--- src/hw/rtl/aslfd_pkg.sv ---
// Package: types and constants shared by the ASCII length frame delimiter.
package aslfd_pkg;

  localparam int unsigned CfgIdxW = 1;

  localparam logic [CfgIdxW-1:0] CFG_BUFFER_LIMIT = 1'b0;
  localparam logic [CfgIdxW-1:0] CFG_DEFAULT_TERM = 1'b1;

  localparam logic [7:0] RESET_BUFFER_LIMIT = 8'd99;
  localparam logic [7:0] HDR_BYTE           = 8'h30;
  localparam logic [7:0] CODE_BIN_BYTE      = 8'h31;
  localparam logic [7:0] CODE_BCD_BYTE      = 8'h32;
  localparam logic [7:0] TERM_MARK_BYTE     = 8'h75;
  localparam logic [7:0] ASCII_NINE         = 8'h39;
  localparam logic [7:0] COUNT_MAX          = 8'hFF;
  localparam logic [2:0] MAX_MISMATCH       = 3'd5;
  localparam logic [2:0] REALIGN_NONE       = 3'd0;
  localparam logic [2:0] REALIGN_TERM       = 3'd4;
  localparam logic [2:0] REALIGN_LEN        = 3'd5;
  localparam logic [7:0] LEN_OFFSET         = 8'd5;

  typedef enum logic [2:0] {
    HS_HEADER   = 3'd0,
    HS_CODING   = 3'd1,
    HS_HUNDREDS = 3'd2,
    HS_TERM     = 3'd3,
    HS_TENS     = 3'd4,
    HS_UNITS    = 3'd5,
    HS_STALLED  = 3'd6
  } hdr_state_e;

  typedef enum logic [1:0] {
    ERR_NONE       = 2'd0,
    ERR_BAD_HEADER = 2'd1,
    ERR_BAD_CODING = 2'd2
  } err_e;

  typedef enum logic [1:0] {
    CODING_NONE = 2'd0,
    CODING_BIN  = 2'd1,
    CODING_BCD  = 2'd2
  } coding_e;

  typedef struct packed {
    logic       kind;
    logic [7:0] data_byte;
    logic [7:0] preset_length;
  } item_t;

  typedef struct packed {
    logic [7:0] byte_count;
    logic       frame_done;
    logic [7:0] frame_length;
    logic [2:0] realign_size;
    logic [1:0] error_code;
    logic [1:0] coding_mode;
    logic       ignored;
  } result_t;

endpackage

--- src/hw/rtl/aslfd_if.sv ---
// Interfaces: request and result channels of the frame delimiter.
interface aslfd_req_if;
  logic       valid;
  logic       ready;
  logic       kind;
  logic [7:0] data_byte;
  logic [7:0] preset_length;

  modport source (output valid, output kind, output data_byte, output preset_length,
                  input ready);
  modport sink (input valid, input kind, input data_byte, input preset_length,
                output ready);
endinterface

interface aslfd_rsp_if;
  logic       valid;
  logic       ready;
  logic [7:0] byte_count;
  logic       frame_done;
  logic [7:0] frame_length;
  logic [2:0] realign_size;
  logic [1:0] error_code;
  logic [1:0] coding_mode;
  logic       ignored;

  modport source (output valid, output byte_count, output frame_done, output frame_length,
                  output realign_size, output error_code, output coding_mode,
                  output ignored, input ready);
  modport sink (input valid, input byte_count, input frame_done, input frame_length,
                input realign_size, input error_code, input coding_mode,
                input ignored, output ready);
endinterface

--- src/hw/rtl/aslfd_core.sv ---
// Frame state, header parser and end-of-frame detection for one request per cycle while step_i is high.
module aslfd_core (
  input  logic                                clk_i,
  input  logic                                rst_ni,
  input  logic                                cfg_we_i,
  input  logic [aslfd_pkg::CfgIdxW-1:0]       cfg_idx_i,
  input  logic [7:0]                          cfg_data_i,
  input  logic                                step_i,
  input  aslfd_pkg::item_t                    item_i,
  output aslfd_pkg::result_t                  result_o
);
  import aslfd_pkg::*;

  logic [7:0]  limit_q, dterm_q;
  hdr_state_e  hs_q, hs_d;
  logic [2:0]  mis_q, mis_d;
  logic [9:0]  hund_q, hund_d;
  logic [6:0]  tens_q, tens_d;
  logic [7:0]  hterm_q, hterm_d;
  logic [7:0]  len_q, len_d;
  logic [7:0]  cnt_q, cnt_d;
  logic        run_q, run_d;
  err_e        err_q, err_d;
  coding_e     cod_q, cod_d;

  logic [7:0]  marker;
  logic [7:0]  c;
  logic [7:0]  digit;
  logic        is_digit;
  logic [7:0]  cnt_inc;
  logic        end_hit;
  logic [10:0] len_sum;
  logic        done;
  logic [2:0]  realign;
  logic        ign;

  always_ff @(posedge clk_i or negedge rst_ni) begin
    if (!rst_ni) begin
      limit_q <= RESET_BUFFER_LIMIT;
      dterm_q <= 8'd0;
    end else if (cfg_we_i) begin
      unique case (cfg_idx_i)
        CFG_BUFFER_LIMIT: limit_q <= cfg_data_i;
        CFG_DEFAULT_TERM: dterm_q <= cfg_data_i;
        default: ;
      endcase
    end
  end

  always_ff @(posedge clk_i or negedge rst_ni) begin
    if (!rst_ni) begin
      hs_q    <= HS_HEADER;
      mis_q   <= 3'd0;
      hund_q  <= 10'd0;
      tens_q  <= 7'd0;
      hterm_q <= 8'd0;
      len_q   <= 8'd0;
      cnt_q   <= 8'd0;
      run_q   <= 1'b0;
      err_q   <= ERR_NONE;
      cod_q   <= CODING_NONE;
    end else if (step_i) begin
      hs_q    <= hs_d;
      mis_q   <= mis_d;
      hund_q  <= hund_d;
      tens_q  <= tens_d;
      hterm_q <= hterm_d;
      len_q   <= len_d;
      cnt_q   <= cnt_d;
      run_q   <= run_d;
      err_q   <= err_d;
      cod_q   <= cod_d;
    end
  end

  always_comb begin
    c        = item_i.data_byte;
    marker   = (limit_q == COUNT_MAX) ? COUNT_MAX : limit_q + 8'd1;
    digit    = c - HDR_BYTE;
    is_digit = (c >= HDR_BYTE) && (c <= ASCII_NINE);
    cnt_inc  = (cnt_q == COUNT_MAX) ? COUNT_MAX : cnt_q + 8'd1;
    end_hit  = ((len_q == 8'd0) && (c == dterm_q)) ||
               ((len_q == marker) && (c == hterm_q));
    len_sum  = {1'b0, hund_q} + {4'd0, tens_q} + {3'd0, digit} + {3'd0, LEN_OFFSET};

    hs_d    = hs_q;
    mis_d   = mis_q;
    hund_d  = hund_q;
    tens_d  = tens_q;
    hterm_d = hterm_q;
    len_d   = len_q;
    cnt_d   = cnt_q;
    run_d   = run_q;
    err_d   = err_q;
    cod_d   = cod_q;
    done    = 1'b0;
    realign = REALIGN_NONE;
    ign     = 1'b0;

    if (item_i.kind) begin
      len_d = item_i.preset_length;
      cnt_d = 8'd0;
      run_d = 1'b1;
      hs_d  = HS_HEADER;
    end else if (!run_q) begin
      ign = 1'b1;
    end else begin
      cnt_d = cnt_inc;
      if (end_hit) begin
        len_d = cnt_inc;
        hs_d  = HS_HEADER;
      end else if (len_q == 8'd0) begin
        len_d = 8'd0;
        unique case (hs_q)
          HS_HEADER: begin
            if (c == HDR_BYTE) begin
              hs_d  = HS_CODING;
              mis_d = 3'd0;
            end else begin
              err_d = ERR_BAD_HEADER;
              if (mis_q < MAX_MISMATCH) begin
                mis_d = mis_q + 3'd1;
              end else begin
                hs_d  = HS_STALLED;
                mis_d = 3'd0;
              end
            end
          end
          HS_CODING: begin
            if (c == CODE_BIN_BYTE) begin
              cod_d = CODING_BIN;
              hs_d  = HS_HUNDREDS;
            end else if (c == CODE_BCD_BYTE) begin
              cod_d = CODING_BCD;
              hs_d  = HS_HUNDREDS;
            end else begin
              err_d = ERR_BAD_CODING;
              hs_d  = HS_HEADER;
            end
          end
          HS_TERM: begin
            hterm_d = c;
            len_d   = marker;
            hs_d    = HS_HEADER;
            if (cnt_inc > 8'd4) begin
              cnt_d   = 8'd4;
              realign = REALIGN_TERM;
            end
          end
          HS_HUNDREDS: begin
            if (c == TERM_MARK_BYTE) begin
              hs_d = HS_TERM;
            end else if (!is_digit) begin
              hs_d = HS_HEADER;
            end else begin
              hund_d = 10'(digit[3:0]) * 10'd100;
              hs_d   = HS_TENS;
            end
          end
          HS_TENS: begin
            if (!is_digit) begin
              hs_d = HS_HEADER;
            end else begin
              tens_d = 7'(digit[3:0]) * 7'd10;
              hs_d   = HS_UNITS;
            end
          end
          HS_UNITS: begin
            if (is_digit) begin
              len_d = (len_sum > 11'd255) ? COUNT_MAX : len_sum[7:0];
              if (cnt_inc > 8'd5) begin
                cnt_d   = 8'd5;
                realign = REALIGN_LEN;
              end
            end
            hs_d = HS_HEADER;
          end
          default: ;
        endcase
      end
      if ((cnt_d == len_d) || (cnt_d == limit_q)) begin
        done  = 1'b1;
        run_d = 1'b0;
      end
    end

    result_o.byte_count   = cnt_d;
    result_o.frame_done   = done;
    result_o.frame_length = len_d;
    result_o.realign_size = realign;
    result_o.error_code   = err_d;
    result_o.coding_mode  = cod_d;
    result_o.ignored      = ign;
  end

endmodule

--- src/hw/rtl/ascii_length_frame_delimiter.sv ---
// Top level: ASCII length frame delimiter with request and result registers.
//
//   channel  dir  payload
//   req_i    in   kind, data_byte, preset_length
//   rsp_o    out  byte_count, frame_done, frame_length, realign_size,
//                 error_code, coding_mode, ignored
//   cfg_*    in   buffer_limit (index 0), default_terminator (index 1)
//
// One request per cycle while the result is not stalled.
// The request register feeds the frame state update, which loads the result register.
// A stalled result holds; the request register keeps accepting while the result moves.
// Reset returns all frame state to idle, waiting for a header, limit 99.
module ascii_length_frame_delimiter (
  input  logic                          clk_i,
  input  logic                          rst_ni,
  input  logic                          cfg_we_i,
  input  logic [aslfd_pkg::CfgIdxW-1:0] cfg_idx_i,
  input  logic [7:0]                    cfg_data_i,
  aslfd_req_if.sink                     req_i,
  aslfd_rsp_if.source                   rsp_o
);
  import aslfd_pkg::*;

  logic    in_vld_q, in_vld_d;
  item_t   item_q;
  logic    out_vld_q, out_vld_d;
  result_t res_q;
  result_t res_d;
  logic    advance;
  logic    req_take;

  assign advance     = in_vld_q && (!out_vld_q || rsp_o.ready);
  assign req_i.ready = !in_vld_q || advance;
  assign req_take    = req_i.valid && req_i.ready;

  always_comb begin
    in_vld_d = in_vld_q;
    if (req_take) begin
      in_vld_d = 1'b1;
    end else if (advance) begin
      in_vld_d = 1'b0;
    end
    out_vld_d = out_vld_q;
    if (advance) begin
      out_vld_d = 1'b1;
    end else if (rsp_o.ready) begin
      out_vld_d = 1'b0;
    end
  end

  always_ff @(posedge clk_i or negedge rst_ni) begin
    if (!rst_ni) begin
      in_vld_q  <= 1'b0;
      out_vld_q <= 1'b0;
    end else begin
      in_vld_q  <= in_vld_d;
      out_vld_q <= out_vld_d;
    end
  end

  always_ff @(posedge clk_i) begin
    if (req_take) begin
      item_q.kind          <= req_i.kind;
      item_q.data_byte     <= req_i.data_byte;
      item_q.preset_length <= req_i.preset_length;
    end
    if (advance) begin
      res_q <= res_d;
    end
  end

  aslfd_core u_core (
    .clk_i      (clk_i),
    .rst_ni     (rst_ni),
    .cfg_we_i   (cfg_we_i),
    .cfg_idx_i  (cfg_idx_i),
    .cfg_data_i (cfg_data_i),
    .step_i     (advance),
    .item_i     (item_q),
    .result_o   (res_d)
  );

  assign rsp_o.valid        = out_vld_q;
  assign rsp_o.byte_count   = res_q.byte_count;
  assign rsp_o.frame_done   = res_q.frame_done;
  assign rsp_o.frame_length = res_q.frame_length;
  assign rsp_o.realign_size = res_q.realign_size;
  assign rsp_o.error_code   = res_q.error_code;
  assign rsp_o.coding_mode  = res_q.coding_mode;
  assign rsp_o.ignored      = res_q.ignored;

endmodule
--- src/flat_wrapper.sv ---
// flat-port wrapper written by rule: the top's interface ports become plain ports
module ascii_length_frame_delimiter_flat import aslfd_pkg::*;
  (clk_i, rst_ni, cfg_we_i, cfg_idx_i, cfg_data_i, req_i_valid, req_i_kind, req_i_data_byte, req_i_preset_length, req_i_ready, rsp_o_valid, rsp_o_byte_count, rsp_o_frame_done, rsp_o_frame_length, rsp_o_realign_size, rsp_o_error_code, rsp_o_coding_mode, rsp_o_ignored, rsp_o_ready);
  aslfd_req_if req_i_i ();
  aslfd_rsp_if rsp_o_i ();
  input  logic clk_i;
  input  logic rst_ni;
  input  logic cfg_we_i;
  input  logic [aslfd_pkg::CfgIdxW-1:0] cfg_idx_i;
  input  logic [7:0] cfg_data_i;
  input wire logic [$bits(req_i_i.valid)-1:0] req_i_valid;
  input wire logic [$bits(req_i_i.kind)-1:0] req_i_kind;
  input wire logic [$bits(req_i_i.data_byte)-1:0] req_i_data_byte;
  input wire logic [$bits(req_i_i.preset_length)-1:0] req_i_preset_length;
  output wire logic [$bits(req_i_i.ready)-1:0] req_i_ready;
  output wire logic [$bits(rsp_o_i.valid)-1:0] rsp_o_valid;
  output wire logic [$bits(rsp_o_i.byte_count)-1:0] rsp_o_byte_count;
  output wire logic [$bits(rsp_o_i.frame_done)-1:0] rsp_o_frame_done;
  output wire logic [$bits(rsp_o_i.frame_length)-1:0] rsp_o_frame_length;
  output wire logic [$bits(rsp_o_i.realign_size)-1:0] rsp_o_realign_size;
  output wire logic [$bits(rsp_o_i.error_code)-1:0] rsp_o_error_code;
  output wire logic [$bits(rsp_o_i.coding_mode)-1:0] rsp_o_coding_mode;
  output wire logic [$bits(rsp_o_i.ignored)-1:0] rsp_o_ignored;
  input wire logic [$bits(rsp_o_i.ready)-1:0] rsp_o_ready;
  assign req_i_i.valid = req_i_valid;
  assign req_i_i.kind = req_i_kind;
  assign req_i_i.data_byte = req_i_data_byte;
  assign req_i_i.preset_length = req_i_preset_length;
  assign req_i_ready = req_i_i.ready;
  assign rsp_o_valid = rsp_o_i.valid;
  assign rsp_o_byte_count = rsp_o_i.byte_count;
  assign rsp_o_frame_done = rsp_o_i.frame_done;
  assign rsp_o_frame_length = rsp_o_i.frame_length;
  assign rsp_o_realign_size = rsp_o_i.realign_size;
  assign rsp_o_error_code = rsp_o_i.error_code;
  assign rsp_o_coding_mode = rsp_o_i.coding_mode;
  assign rsp_o_ignored = rsp_o_i.ignored;
  assign rsp_o_i.ready = rsp_o_ready;
  ascii_length_frame_delimiter u_core (.clk_i(clk_i), .rst_ni(rst_ni), .cfg_we_i(cfg_we_i), .cfg_idx_i(cfg_idx_i), .cfg_data_i(cfg_data_i), .req_i(req_i_i), .rsp_o(rsp_o_i));
endmodule
--- config.mk ---
export PLATFORM = sky130hd
export DESIGN_NAME = ascii_length_frame_delimiter_flat
export DESIGN_NICKNAME = d
export VERILOG_FILES = /design/src/hw/rtl/aslfd_pkg.sv /design/src/hw/rtl/aslfd_if.sv /design/src/hw/rtl/aslfd_core.sv /design/src/hw/rtl/ascii_length_frame_delimiter.sv /design/src/flat_wrapper.sv
export SDC_FILE = /design/constraint.sdc
export NUM_CORES = 1
export LEC_CHECK = 0
export BUFFER_PORTS_ARGS = -buffer_cell sky130_fd_sc_hd__buf_2
export CAP_MARGIN = 40
export CORE_MARGIN = 1
export CORE_UTILIZATION = 45
export CTS_CLUSTER_SIZE = 28
export DETAILED_ROUTE_END_ITERATION = 16
export PLACE_DENSITY_LB_ADDON = 0.2
export SLEW_MARGIN = 20
export SYNTH_ARGS = -nofsm -noshare
export SYNTH_HDL_FRONTEND = slang
export SYNTH_SLANG_ARGS = --single-unit
export TNS_END_PERCENT = 100
--- constraint.sdc ---
create_clock -name clk_i -period 3.8 [get_ports clk_i]
set_input_delay 0.38 -clock clk_i [delete_from_list [all_inputs] [get_ports clk_i]]
set_output_delay 0.38 -clock clk_i [all_outputs]
set_load 0.01 [all_outputs]
==> flow_summary.json <==
{
  "outcome": "finished, violations left",
  "violations": "setup timing",
  "min_period_ps": 4090,
  "dp_hpwl_um": 17400,
  "powerDensity_nw_per_um2": 413,
  "synthArstFlopShare_pct": 62.0,
  "drtPass1Iterations": 5,
  "dieWidth_um": 131,
  "worstPathRequired_ps": 3990,
  "yosysSeqAreaShare_pct": 39.2,
  "grt_overflow_total": 0,
  "r2r_cells": 14,
  "critPathMaxFanout": 4,
  "synth_area_leaders": "dfrtp_1, edfxtp_1, ha_1, mux2_2, nand2_1",
  "root_buffer": "clkbuf_16",
  "wl_per_cell_um": 20.7,
  "r2r-end": "u_core.rsp_o.frame_done",
  "cts.sinks": 108,
  "cp-start-kind": "register",
  "seq_power_share_pct": 39.8,
  "grt_start_max_net_pins": 47,
  "cts_tree": "yes",
  "r2r-start": "u_core.item_q[13]",
  "dpl_worst_slack_ps": -304,
  "ios": 58,
  "synth-seq-cells": 108,
  "yosysTopAreaCellShare_pct": 21.2,
  "slew_headroom_pct": 54.4,
  "finish.utilization_pct": 57.2,
  "path_class": "reg -> reg",
  "clk_path_buf_depth": 2,
  "grt_pass1_wl_um": 35600,
  "p_sw_mw": 1.33,
  "synthToLayoutAreaGrowth_pct": 23.0,
  "hp-class": "in -> async",
  "h-tree-depth": 3,
  "fin_crit_sh_pct": 108,
  "drive_above_1_share_pct": 30.0,
  "portBuffers": 56,
  "postPlaceCellArea_um2": 8610,
  "cp.arrival_ps": 4280,
  "die_h_um": 131,
  "viasPerCell": 5.97,
  "placementRows": 46,
  "num_vias": 6552,
  "internal_power_mw": 2.45,
  "hold_viol": 0,
  "drtIter0Drc": 471,
  "final_area_um2": 9150,
  "synth_nets": 837,
  "numCtsBuffers": 9,
  "postRouteAntennaNets": 0,
  "synth-edff-count": 41,
  "fmax_mhz": 245,
  "critPathCaptureType": "register",
  "synth_area_um2": 7440,
  "globalRouteTotalUtil_pct": 28.1,
  "power_frac_clock_pct": 26.6,
  "gp_congestion": 0.949,
  "rsz0062_at_grt": "true",
  "yosysWarnings": 0,
  "combPwrFrac_pct": 33.6,
  "drc": 0,
  "power.leakage_nw": 3.94,
  "start_util_pct": 46.5,
  "clk_latency_ps": 360,
  "syn_inst": 757,
  "maxCapViolations": 0,
  "nets": 957,
  "setup_viol": 4,
  "synth_top_area_cell": "dfrtp_1",
  "setup_ws_ps": -287,
  "sw_frac_of_total_pct": 35.1,
  "synth.distinct_cells": 90,
  "synthTopCellsByCount": "nand2_1, dfrtp_1, edfxtp_1, ha_1, nor2_1",
  "dieArea_um2": 17100,
  "finalPower_mw": 3.77,
  "antenna_cells": 0,
  "clk_pin_slew_ps": 80,
  "ctsHoldBuffers": 0,
  "skew_ps": 8.96,
  "cp-startpoint": "u_core.item_q[13]",
  "core_area_um2": 16000,
  "drv_slew": 0,
  "yosysMostFrequentCell": "nand2_1",
  "antenna_found_initial": 0,
  "first_global_vias": 6538,
  "synth-main-ff-cell": "dfrtp_1",
  "syn_area_per_cell_um2": 9.83,
  "r2r_setup_slack_ps": -290,
  "routed_wl_um": 22800,
  "tightest_slew_ps": 681,
  "peakVddDrop_v": 0.000240
}
## metal layers
layer  routed length, um  track usage [%]  vias up  share of wire (%)
met5                   0                0        -                  0
met4                 525             9.26        0                2.3
met3                1500             4.89       36                6.6
met2               10800             46.1      255                 47
met1                9950             37.5     3219                 44
li1                    -                -     3042                  -
## what timing repair did
item,in CTS,in global routing
pin swaps,14,18
gates resized for setup,15,19
setup endpoints to repair,4,10
setup buffers,4,1
hold endpoints to repair,0,0
## power by group through the flow
stage | sequential (mW) | clock [mW] | combinational (mW)
floorplan | 1.46 | 0 | 0.767
finish | 1.50 | 1.00 | 1.27
global route | 1.52 | 1.06 | 1.37
global placement | 1.52 | 0 | 1.16
detailed placement | 1.52 | 0 | 1.18
CTS | 1.50 | 1.02 | 1.22
## flip-flops by register name, indices dropped and copies added, names as in the netlist, 8 cells and up
signal and count:
u_core.u_core.hterm_q 8, u_core.u_core.dterm_q 8, u_core.rsp_o.byte_count 8, u_core.u_core.limit_q 8, u_core.item_q 17, u_core.u_core.hund_q 8, u_core.u_core.cnt_q 8, u_core.rsp_o.frame_length 8
u_core.u_core.len_q 8
## worst max-delay path, cell delays in order, from the launching register on
cell and delay, ps:
edfxtp_1 460, ha_4 210, xnor2_2 130, fa_1 530
ha_4 220, ha_4 270, nand4b_1 170, o31ai_4 280
and2_4 210, nand3_4 80, a221oi_4 300, xor2_1 200
a31oi_2 130, or4_4 550, a211oi_2 190
## final cells by class
class,instances,area [um2]
clock buffer,11,275
clock inverter,5,46.3
fill,1447,6850
inverter,39,146
multi-input combinational,570,4490
sequential,108,2910
tap,216,270
timing repair buffer,149,1010
## cells by family (layout without fill, tap and decap cells)
logic type	Yosys count	after routing	share of synthesized area (%)
AO/OA/AOI/OAI	187	187	17.5
XOR/XNOR	35	35	4.22
adder cells (fa/ha/maj)	49	49	9.05
buffers and inverters	79	204	4.47
flip-flops	108	108	39.2
multiplexers	40	40	6.00
other	1	1	0.0504
AND/OR/NAND/NOR	258	258	19.6
## cell usage in the layout (no fill, tap or decap), types with 16 or more instances in the layout
cell type and instances:
nor2_1 41, nand3_1 25, ha_1 32, inv_1 33, buf_4 91, buf_2 56
xor2_1 17, nand2_1 66, o21ai_0 17, xnor2_1 16, a21oi_1 36, edfxtp_1 41
o21ai_1 23, dfrtp_1 63, mux2_2 27
## stage by stage
stage               std cells  hold WS (ps)  TNS [ps]
finish                   1098          9.00      -425
global route             1098          42.9     -1180
CTS                      1097          22.6      -396
detailed placement       1077           399      -418
global placement         1075           472      -251
floorplan                 757          84.4     -73.2
## how the worst max path moves through the flow
stage / to / slack (ps)
2_1_floorplan: u_core.rsp_o.frame_done / -70
3_3_place_gp: u_core.rsp_o.frame_done / -210
3_5_place_dp: u_core.rsp_o.frame_done / -300
4_1_cts: u_core.rsp_o.frame_done / -300
5_1_grt: u_core.rsp_o.frame_done / -420
6_report: u_core.rsp_o.frame_done / -290
(Power assumes the default switching activity.)
